**src/rtl/slp_pkg.sv**
```systemverilog
// ----------------------------------------------------------------------------
// slp_pkg
// Shared types and constants for the string literal lexer.
// ----------------------------------------------------------------------------
package slp_pkg;

    localparam int unsigned MAX_TOKEN_LENGTH_DEF = 32'd65535;

    localparam int CP_W  = 21;
    localparam int LEN_W = 16;

    // Characters of interest
    localparam logic [CP_W-1:0] CH_QUOTE  = 21'h22;
    localparam logic [CP_W-1:0] CH_BSLASH = 21'h5C;
    localparam logic [CP_W-1:0] CH_U      = 21'h75;
    localparam logic [CP_W-1:0] CH_8      = 21'h38;
    localparam logic [CP_W-1:0] CH_1      = 21'h31;
    localparam logic [CP_W-1:0] CH_6      = 21'h36;
    localparam logic [CP_W-1:0] CH_3      = 21'h33;
    localparam logic [CP_W-1:0] CH_2      = 21'h32;

    // Literal kind codes
    localparam logic [1:0] KIND_DEFAULT = 2'd0;
    localparam logic [1:0] KIND_U8      = 2'd1;
    localparam logic [1:0] KIND_U16     = 2'd2;
    localparam logic [1:0] KIND_U32     = 2'd3;

    // Error codes
    localparam logic [1:0] ERR_NONE       = 2'd0;
    localparam logic [1:0] ERR_UNCLOSED   = 2'd1;
    localparam logic [1:0] ERR_BAD_SUFFIX = 2'd2;
    localparam logic [1:0] ERR_TOO_LONG   = 2'd3;

    // SUF1..SUF4: first to fourth character after the closing quote
    typedef enum logic [2:0] {
        PH_IDLE,
        PH_BODY,
        PH_SUF1,
        PH_SUF2,
        PH_SUF3,
        PH_SUF4
    } t_phase;

    typedef struct packed {
        logic [CP_W-1:0] code_point;
        logic            scan_start;
        logic            source_end;
    } t_item;

    typedef struct packed {
        logic             accepted;
        logic [1:0]       literal_kind;
        logic [LEN_W-1:0] token_length;
        logic [1:0]       error_code;
    } t_verdict;

endpackage

```
**src/rtl/slp_core.sv**
```systemverilog
// ----------------------------------------------------------------------------
// slp_core
// Scan state and verdict logic: one character per step.
// ----------------------------------------------------------------------------
module slp_core #(
    parameter int unsigned MAX_TOKEN_LENGTH = slp_pkg::MAX_TOKEN_LENGTH_DEF
) (
    input  logic              i_clk,
    input  logic              i_rst_n,
    input  logic              i_step,
    input  slp_pkg::t_item    i_item,
    output logic              o_fire,
    output slp_pkg::t_verdict o_verdict
);

    localparam int unsigned BOUND_I = (MAX_TOKEN_LENGTH < 32'd65535) ?
                                      MAX_TOKEN_LENGTH : 32'd65535;
    localparam logic [slp_pkg::LEN_W:0] BOUND = (slp_pkg::LEN_W+1)'(BOUND_I);

    slp_pkg::t_phase               r_phase, n_phase;
    logic [slp_pkg::LEN_W-1:0]     r_count, n_count;
    logic                          r_bslash, n_bslash;
    logic [slp_pkg::CP_W-1:0]      r_suf1, n_suf1;
    logic [slp_pkg::CP_W-1:0]      r_suf2, n_suf2;

    logic                          fire;
    logic                          acc;
    logic [1:0]                    kind;
    logic [1:0]                    err;
    logic [slp_pkg::LEN_W:0]       len;
    logic [slp_pkg::LEN_W:0]       cnt_ext;

    always_ff @(posedge i_clk) begin
        if (!i_rst_n) begin
            r_phase  <= slp_pkg::PH_IDLE;
            r_count  <= '0;
            r_bslash <= 1'b0;
        end else if (i_step) begin
            r_phase  <= n_phase;
            r_count  <= n_count;
            r_bslash <= n_bslash;
        end
    end

    always_ff @(posedge i_clk) begin
        if (i_step) begin
            r_suf1 <= n_suf1;
            r_suf2 <= n_suf2;
        end
    end

    always_comb begin
        n_phase  = r_phase;
        n_count  = r_count;
        n_bslash = r_bslash;
        n_suf1   = r_suf1;
        n_suf2   = r_suf2;
        fire     = 1'b0;
        acc      = 1'b0;
        kind     = slp_pkg::KIND_DEFAULT;
        err      = slp_pkg::ERR_NONE;
        len      = '0;
        cnt_ext  = {1'b0, r_count};

        if (i_item.scan_start) begin
            if (i_item.code_point != slp_pkg::CH_QUOTE || i_item.source_end) begin
                fire    = 1'b1;
                n_phase = slp_pkg::PH_IDLE;
            end else begin
                n_phase  = slp_pkg::PH_BODY;
                n_count  = (slp_pkg::LEN_W)'(1);
                n_bslash = 1'b0;
            end
        end else begin
            unique case (r_phase)
                slp_pkg::PH_BODY: begin
                    if (i_item.code_point == slp_pkg::CH_QUOTE && !r_bslash) begin
                        // r_count now holds the closing quote's offset
                        if (i_item.source_end) begin
                            fire    = 1'b1;
                            acc     = 1'b1;
                            len     = cnt_ext + 17'd1;
                            n_phase = slp_pkg::PH_IDLE;
                        end else begin
                            n_phase = slp_pkg::PH_SUF1;
                        end
                    end else begin
                        n_bslash = (i_item.code_point == slp_pkg::CH_BSLASH);
                        n_count  = r_count + 1'b1;
                        if (i_item.source_end) begin
                            fire    = 1'b1;
                            err     = slp_pkg::ERR_UNCLOSED;
                            n_phase = slp_pkg::PH_IDLE;
                        end else if (cnt_ext + 17'd1 >= BOUND) begin
                            fire    = 1'b1;
                            err     = slp_pkg::ERR_TOO_LONG;
                            n_phase = slp_pkg::PH_IDLE;
                        end
                    end
                end
                slp_pkg::PH_SUF1: begin
                    if (i_item.source_end || i_item.code_point != slp_pkg::CH_U) begin
                        fire    = 1'b1;
                        acc     = 1'b1;
                        len     = cnt_ext + 17'd1;
                        n_phase = slp_pkg::PH_IDLE;
                    end else begin
                        n_phase = slp_pkg::PH_SUF2;
                    end
                end
                slp_pkg::PH_SUF2: begin
                    n_suf1 = i_item.code_point;
                    if (i_item.source_end) begin
                        fire    = 1'b1;
                        acc     = 1'b1;
                        len     = cnt_ext + 17'd1;
                        n_phase = slp_pkg::PH_IDLE;
                    end else begin
                        n_phase = slp_pkg::PH_SUF3;
                    end
                end
                slp_pkg::PH_SUF3: begin
                    n_suf2 = i_item.code_point;
                    if (r_suf1 == slp_pkg::CH_8) begin
                        fire    = 1'b1;
                        acc     = 1'b1;
                        kind    = slp_pkg::KIND_U8;
                        len     = cnt_ext + 17'd3;
                        n_phase = slp_pkg::PH_IDLE;
                    end else if (i_item.source_end) begin
                        fire    = 1'b1;
                        err     = slp_pkg::ERR_BAD_SUFFIX;
                        n_phase = slp_pkg::PH_IDLE;
                    end else begin
                        n_phase = slp_pkg::PH_SUF4;
                    end
                end
                slp_pkg::PH_SUF4: begin
                    fire    = 1'b1;
                    n_phase = slp_pkg::PH_IDLE;
                    if (r_suf1 == slp_pkg::CH_1 && r_suf2 == slp_pkg::CH_6) begin
                        acc  = 1'b1;
                        kind = slp_pkg::KIND_U16;
                        len  = cnt_ext + 17'd4;
                    end else if (r_suf1 == slp_pkg::CH_3 && r_suf2 == slp_pkg::CH_2) begin
                        acc  = 1'b1;
                        kind = slp_pkg::KIND_U32;
                        len  = cnt_ext + 17'd4;
                    end else begin
                        err = slp_pkg::ERR_BAD_SUFFIX;
                    end
                end
                default: begin
                    n_phase = slp_pkg::PH_IDLE;
                end
            endcase
        end

        // suffix may push a closed token past the bound
        if (acc && len > BOUND) begin
            acc = 1'b0;
            err = slp_pkg::ERR_TOO_LONG;
        end
        if (!acc) begin
            kind = slp_pkg::KIND_DEFAULT;
            len  = '0;
        end
    end

    assign o_fire                 = fire;
    assign o_verdict.accepted     = acc;
    assign o_verdict.literal_kind = kind;
    assign o_verdict.token_length = len[slp_pkg::LEN_W-1:0];
    assign o_verdict.error_code   = err;

`ifndef SYNTHESIS
    a_acc_clean: assert property (@(posedge i_clk) disable iff (!i_rst_n)
        (fire && acc) |-> (err == slp_pkg::ERR_NONE && len >= 17'd2 && len <= BOUND))
        else $error("accepted verdict with error or bad length");

    a_rej_clean: assert property (@(posedge i_clk) disable iff (!i_rst_n)
        (fire && !acc) |-> (kind == slp_pkg::KIND_DEFAULT && len == '0))
        else $error("rejected verdict carries kind or length");

    a_count_range: assert property (@(posedge i_clk) disable iff (!i_rst_n)
        (r_phase != slp_pkg::PH_IDLE) |-> (r_count != '0 && {1'b0, r_count} < BOUND))
        else $error("scan count out of range");
`endif

endmodule

```
**src/rtl/string_literal_lexer.sv**
```systemverilog
// ----------------------------------------------------------------------------
// string_literal_lexer
// Double-quoted string literal recognizer with u8/u16/u32 suffix check.
// ----------------------------------------------------------------------------
// Input channel (i_in_valid / o_in_ready) carries one code point per transfer
// with scan start and source end marks. A quote marked as scan start and not
// as source end opens a scan that yields exactly one verdict, unless a new
// scan start cuts it off; any other scan-start character is rejected at once.
// The output channel (o_out_valid / i_out_ready) carries accepted flag,
// literal kind, token length and error code. Unmarked characters outside a
// scan give no transfer on the output.
// A character taken waits in the input register, then passes through the scan
// state update and verdict logic; any verdict goes into the result register.
// Throughput: one character per cycle while the input register can advance.
// When the receiver stalls, the result register holds its verdict; the input
// register still advances characters that give no verdict, and stops only
// when the next verdict has nowhere to go.
// Reset (i_rst_n low, synchronous) empties both registers and returns the
// scan to idle.
// ----------------------------------------------------------------------------
module string_literal_lexer #(
    parameter int unsigned MAX_TOKEN_LENGTH = slp_pkg::MAX_TOKEN_LENGTH_DEF
) (
    input  logic                        i_clk,
    input  logic                        i_rst_n,
    input  logic                        i_in_valid,
    output logic                        o_in_ready,
    input  logic [slp_pkg::CP_W-1:0]    i_code_point,
    input  logic                        i_scan_start,
    input  logic                        i_source_end,
    output logic                        o_out_valid,
    input  logic                        i_out_ready,
    output logic                        o_accepted,
    output logic [1:0]                  o_literal_kind,
    output logic [slp_pkg::LEN_W-1:0]   o_token_length,
    output logic [1:0]                  o_error_code
);

    logic              r_in_valid;
    slp_pkg::t_item    r_in;
    logic              r_out_valid;
    slp_pkg::t_verdict r_out;

    logic              fire;
    slp_pkg::t_verdict verdict;
    logic              out_free;
    logic              advance;

    assign out_free   = !r_out_valid || i_out_ready;
    assign advance    = r_in_valid && (!fire || out_free);
    assign o_in_ready = !r_in_valid || advance;

    slp_core #(
        .MAX_TOKEN_LENGTH (MAX_TOKEN_LENGTH)
    ) u_core (
        .i_clk     (i_clk),
        .i_rst_n   (i_rst_n),
        .i_step    (advance),
        .i_item    (r_in),
        .o_fire    (fire),
        .o_verdict (verdict)
    );

    always_ff @(posedge i_clk) begin
        if (!i_rst_n) begin
            r_in_valid  <= 1'b0;
            r_out_valid <= 1'b0;
        end else begin
            if (o_in_ready) begin
                r_in_valid <= i_in_valid;
            end
            if (advance && fire) begin
                r_out_valid <= 1'b1;
            end else if (i_out_ready) begin
                r_out_valid <= 1'b0;
            end
        end
    end

    always_ff @(posedge i_clk) begin
        if (o_in_ready && i_in_valid) begin
            r_in.code_point <= i_code_point;
            r_in.scan_start <= i_scan_start;
            r_in.source_end <= i_source_end;
        end
        if (advance && fire) begin
            r_out <= verdict;
        end
    end

    assign o_out_valid    = r_out_valid;
    assign o_accepted     = r_out.accepted;
    assign o_literal_kind = r_out.literal_kind;
    assign o_token_length = r_out.token_length;
    assign o_error_code   = r_out.error_code;

endmodule
```
**config.mk**
```make
export PLATFORM = sky130hd
export DESIGN_NAME = string_literal_lexer
export DESIGN_NICKNAME = d
export VERILOG_FILES = /design/src/rtl/slp_pkg.sv /design/src/rtl/slp_core.sv /design/src/rtl/string_literal_lexer.sv
export SDC_FILE = /design/constraint.sdc
export NUM_CORES = 1
export LEC_CHECK = 0
export ABC_AREA = 1
export BUFFER_PORTS_ARGS = -buffer_cell sky130_fd_sc_hd__buf_2
export CORE_MARGIN = 2
export CORE_UTILIZATION = 54
export DETAILED_ROUTE_END_ITERATION = 12
export MAX_ROUTING_LAYER = met4
export PLACE_DENSITY_LB_ADDON = 0.05
export SLEW_MARGIN = 15
export SYNTH_ARGS = -nofsm -noshare
export SYNTH_HDL_FRONTEND = slang
export SYNTH_SLANG_ARGS = --single-unit
```
**constraint.sdc**
```tcl
create_clock -name i_clk -period 3.1 [get_ports i_clk]
set_input_delay 0.31 -clock i_clk [delete_from_list [all_inputs] [get_ports i_clk]]
set_output_delay 0.31 -clock i_clk [all_outputs]
set_load 0.02 [all_outputs]
```
Word level (Yosys, flattened, before mapping)
Index checks and enable logic that the tools add are counted.
- register bits: 108
- bits in latches: 0
- bits in writable memories: 0
- memory bits (read-only): 0
- input port bits: 27
- output and inout port bits: 23
- word-level logic and storage cells: 120
- memories kept: 0
- add/subtract/negate cells: 4
- $mul: 0
- div/mod/pow operators: 0
- order comparisons: 2
- equal/unequal tests: 17
- shift operators: 0
- muxes and demuxes: 58
- bitwise gates (word level): 2
- reductions and logical operators: 23
- operators by type and width (kind ; count):
    equality test 21 x 6 -> 1 bit (second input constant) ; 6
    two-way mux 17 bit ; 7
    one-hot mux 17 bit (5 select lines) ; 1
    two-way mux 16 bit ; 4
    two-way mux 2 bit ; 12
    two-way mux 1 bit ; 22
    equality test 21 x 7 -> 1 bit (second input constant) ; 1
    two-way mux 3 bit ; 7
    != test 21 x 6 -> 1 bit (second input constant) ; 1
    != test 21 x 7 -> 1 bit (second input constant) ; 1
    adder 16 x 1 -> 17 bit (second input constant) ; 1
    adder 16 x 2 -> 17 bit (second input constant) ; 1
    adder 16 x 3 -> 17 bit (second input constant) ; 1
    greater-or-equal comparator 17 x 16 -> 1 bit (second input constant) ; 1
    > comparator 17 x 16 -> 1 bit (second input constant) ; 1
    adder 16 x 1 -> 16 bit (second input constant) ; 1
    one-hot mux 3 bit (4 select lines) ; 1
    one-hot mux 1 bit (5 select lines) ; 2
    logical AND 1 bit ; 7
    equality test 3 x 2 -> 1 bit (second input constant) ; 2
    equality test 3 bit (second input constant) ; 2
    one-hot mux 2 bit (3 select lines) ; 1
    AND reduction 3 bit ; 2
    logical OR 1 bit ; 5
    other kinds (10) ; 16

Longest topological paths before layout
- depth in word-level cells: 12
- gate-level depth with buffers: 19
- mapped depth without buffers: 18

Cells and area by module
A second synthesis with hierarchy kept.
- cell total of the unflattened synthesis: 635
- area, all modules: 5821.8 um^2
- by module, submodules not included (module ; times used ; cells an instance ; area each (um^2)):
    slp_core ; 1 ; 572 ; 4379.2
    string_literal_lexer ; 1 ; 63 ; 1442.6

Worst setup path before layout
No wires, ideal clock.
- path type: reg2reg
- start point: register u_core.r_count[1] (netlist name)
- end point: register u_core.r_suf1[0] (netlist name) (enable)
- data arrival time: 2.967 ns
- required time: 2.701 ns
- setup slack: -0.266 ns
- stages on the path, launching flop included: 17
- path through: dfxtp_1 -> ha_1 -> nand2_1 -> nor2_4 -> nand2_2 -> o21ai_1 -> nand2_1 -> nand2_1 -> nor2_2 -> nand3_2 -> nand3_2 -> nand2_1 -> nand3_2 -> nand3_4 -> buf_2 -> nand3_1 -> nor2_1
- word-level cells in the longest chain between the ends: 11
- RTL lines (what ; line ; text):
    start: declaration ; slp_core.sv:21 ; logic [slp_pkg::LEN_W-1:0] r_count, n_count;
    start signal: assignment ; slp_core.sv:40 ; r_count <= n_count;
    adder 16 x 1 -> 17 bit ; slp_core.sv:94 ; end else if (cnt_ext + 17'd1 >= BOUND) begin
    greater-or-equal comparator 17 x 16 -> 1 bit ; slp_core.sv:94 ;
    two-way mux 1 bit ; slp_core.sv:94 ;
    two-way mux 1 bit ; slp_core.sv:90 ; if (i_item.source_end) begin
    two-way mux 1 bit ; slp_core.sv:77 ; if (i_item.code_point == slp_pkg::CH_QUOTE && !r_bslash) begin
    one-hot mux 1 bit (5 select lines) ; slp_core.sv:75 ; unique case (r_phase)
    two-way mux 1 bit ; slp_core.sv:65 ; if (i_item.scan_start) begin
    logical NOT 1 bit ; string_literal_lexer.sv:50 ; assign advance = r_in_valid && (!fire || out_free);
    logical OR 1 bit ; string_literal_lexer.sv:50 ;
    logical AND 1 bit ; string_literal_lexer.sv:50 ;
    AND reduction 3 bit (no line) ; n/a ;
    end signal: assignment ; slp_core.sv:47 ; r_suf1 <= n_suf1;
    end: declaration ; slp_core.sv:23 ; logic [slp_pkg::CP_W-1:0] r_suf1, n_suf1;
Every way passes these cells.
A chain may end at the register's enable or synchronous reset.

Worst setup path after layout
- start point: register u_core.r_count[0] (netlist name)
- end point: output o_in_ready
- word-level cells in the longest chain between the ends: 11
- RTL lines (what ; line ; text):
    adder 16 x 1 -> 17 bit ; slp_core.sv:94 ;
    greater-or-equal comparator 17 x 16 -> 1 bit ; slp_core.sv:94 ;
    two-way mux 1 bit ; slp_core.sv:94 ;
    two-way mux 1 bit ; slp_core.sv:90 ;
    two-way mux 1 bit ; slp_core.sv:77 ;
    one-hot mux 1 bit (5 select lines) ; slp_core.sv:75 ;
    two-way mux 1 bit ; slp_core.sv:65 ;
    logical NOT 1 bit ; string_literal_lexer.sv:50 ;
    logical OR 1 bit ; string_literal_lexer.sv:50 ;
    logical AND 1 bit ; string_literal_lexer.sv:50 ;
    logical OR 1 bit ; string_literal_lexer.sv:51 ; assign o_in_ready = !r_in_valid || advance;
    end: declaration ; string_literal_lexer.sv:27 ; output logic o_in_ready,
Every way passes these cells.

==> flow_summary.ini <==
[outcome]
status = finished clean

[synth]
syn_avg_cell_area_um2 = 8.916
syn-num-nets = 659
yosys-top-cells-area = edfxtp_1, dfxtp_1, nand2_1
synth_common_cells = nand2_1, edfxtp_1, nor2_1
ys_ff_latch = 108
ys.flop_type = edfxtp_1
synth_mux_area_frac = 0
syn-instance-count = 628
synth_top_family_by_area = simple AND/OR/NAND/NOR gates
synth.most_common_cell = nand2_1
synth-async-reset-ratio = 0
syn_area_um2 = 5599
ys_warn_count = 0
synth-compound-area-share = 0.1010
ys_types = 43
yosys.area_share.simple = 0.2644
synth.largest_area_cell = edfxtp_1
yosysSeqAreaShare = 0.5399
synth_top_area_share = 0.4612
synth_xor_area_frac = 0.01564
synth_enable_flop_cells = 86
synthAdderAreaFrac = 0.008939

[grt]
grt_max_degree = 25
antenna_found_initial = 0
track_usage = 0.2695
grt_pass1_vias = 4371
gr-total-overflow = 0
grt_pass1_wl_um = 22470

[floorplan]
dieWidth_um = 105.8
fp.dieArea_um2 = 11200
std_cell_rows = 37
start_util = 0.5498
die_height_um = 105.8
ios = 50
placeableCoreArea_um2 = 10180

[detailed_routing]
antenna_left = 0
wl_per_cell_um = 16.74
wirelength_um = 13930
viasPerCell = 5.684
vias = 4729
initialDrtViolationCount = 429
firstDrtPassIters = 5
drc = 0

[finish]
area_delta_synth_final_pct = 12.83
fin_util = 0.6203
final_nets = 722
antennaDiodeCount = 0
drive_gt1_frac = 0.1868

[power]
p_leak_nw = 2.258
pwr-share-seq = 0.631
power.total_mw = 2.574
peakVddDrop_mv = 0.2413
p_int_mw = 1.957
power_density_nw_per_um2 = 407.5
p_sw_mw = 0.6178
power_frac_comb = 0.072
switching_share = 0.2400
p_clk_frac = 0.296

[timing]
hold_viol_final = 0
tightest_slew_ps = 631.2
finalCritPeriodShare = 0.9369
finalSetupViolCount = 0
drv_slew = 0
worst_hold_slack_ps = 106.6
maxSlewHeadroom = 0.5683
fin_crit_ps = 2904
tns_ps = 0
clock_skew_ps = 15.80
fmax_mhz = 344.3

[worst_setup_path]
critical_path.slowest_cell = dfxtp_2
reg2reg_to = u_core.r_suf2[6]
worst-setup-path-type = reg -> out
reg2reg_slack_ps = 270
critPathMaxStageDelay_ps = 420
path_max_fanout = 6
ff2ff_path_depth = 12
endpoint_kind = output port
crit_chain = ha_2 > nand2_1 > nor2_4 > nand3_1 > nand2_1 > nand3_1 > nor2_2 > nand3_2 > nand3_2 > nand2_1 > nand3_2 > nand4_1 > buf_2
worst_ep_required_time_ps = 2790
crit_end = o_in_ready
start_kind = flop
reg2reg_from = r_in[17]
startpoint = u_core.r_count[0]
arrival_ps = 2590

[cts]
cts_tree = done
root_buffer = clkbuf_8
clk_latency_ps = 370
post-cts-setup-buffer-count = 0
numCtsBuffers = 9
clk_pin_slew_ps = 110
cts_sinks = 108
cts_max_path_buffers = 2
h-tree-depth = 3

[place]
hpwl_um = 10530
gp_congestion = 0.9911
io_buffers = 49

[worst_hold_path]
hold_class = in -> reg

[job]
drv_cap = 0
[cell families (layout without fill, tap and decap cells)]
logic type      count (synthesis)  in the layout
buf+inv                       101            169
compound gates                 92             92
fa+ha+maj                       4              4
xor+xnor                       10             10
flops                         108            108
simple gates                  313            313
[per-stage QoR]
stage               area [µm²]  instances  worst slack, ps
floorplan                 5599        628           -265.9
global placement          6117        816            205.8
detailed placement        6117        816            184.5
CTS                       6291        832            16.64
global route              6317        832           -5.086
finish                    6317        832            195.6
[timing repair]
action / CTS / global route
gates resized for setup: 0 / 14
hold buffers: 0 / 0
endpoints found under the setup margin: 0 / 85
[cells in the final DEF (no fill, tap or decap), types with 3 or more instances in the layout]
master	instances
dfxtp_2	5
a21oi_2	9
buf_2	49
nor2_1	85
nand2_1	106
nand2_2	8
nand3b_1	4
clkinv_1	4
or2_2	5
buf_4	15
nor2_4	4
dfxtp_1	15
o21ai_0	21
o22ai_1	8
ha_2	3
and3_1	3
clkbuf_8	9
a31oi_1	7
inv_2	4
nor4_1	8
buf_12	3
nand4_1	34
o21ai_1	4
a21oi_1	31
xor2_1	10
edfxtp_1	86
nand3_1	35
nand3_2	3
nor3_1	13
inv_1	79
[how the worst min path moves through the flow]
| stage | startpoint | depth (start not counted) | endpoint | slack [ps] |
|---|---|---|---|---|
| detailed placement | u_core.r_bslash | 2 | u_core.r_bslash | 470 |
| global placement | u_core.r_bslash | 2 | u_core.r_bslash | 460 |
| floorplan | i_source_end | 0 | r_in[0] | 410 |
| CTS | i_code_point[1] | 1 | r_in[3] | 90 |
| global route | i_code_point[1] | 1 | r_in[3] | 80 |
| finish | i_code_point[9] | 1 | r_in[11] | 110 |
[power groups by stage]
stage | clock (mW) | combinational, mW | sequential (mW)
3_3_place_gp | 0 | 0.180 | 1.66
2_1_floorplan | 0 | 0.0926 | 1.67
6_report | 0.763 | 0.186 | 1.63
3_5_place_dp | 0 | 0.183 | 1.66
4_1_cts | 0.787 | 0.184 | 1.63
5_1_grt | 0.844 | 0.205 | 1.63
[final cells by class]
type | instances | area (µm²)
flip-flops and latches | 108 | 3037
fillers | 895 | 3867
clock inverters | 6 | 46.29
multi-input cells | 419 | 2196
inverters | 86 | 322.8
clock buffers | 10 | 127.6
repair buffers | 67 | 417.9
well taps | 136 | 170.2
[sequential cells by signal, indices dropped and copies added, names as in the netlist, 2 cells and up]
signal	cells
o_token_length	16
u_core.r_suf2	21
o_literal_kind	2
o_error_code	2
r_in	23
u_core.r_phase	3
u_core.r_suf1	21
u_core.r_count	16
[metal layers]
metal / global-route usage / vias to the layer above / routed length, µm
met2: 0.3724 / 201 / 5934
met3: 0.04576 / 26 / 1092
met5: - / - / 0
met4: 0.09023 / 0 / 252
li1: - / 2290 / -
met1: 0.4040 / 2212 / 6650
[critical path, delay by kind of cell (launching register included)]
kind | cells | cell delay, ps
DFF | 1 | 420
adders and majority gates | 1 | 240
buffers and inverters | 1 | 200
and+or+nand+nor | 11 | 1380
(Power assumes the default switching activity.)
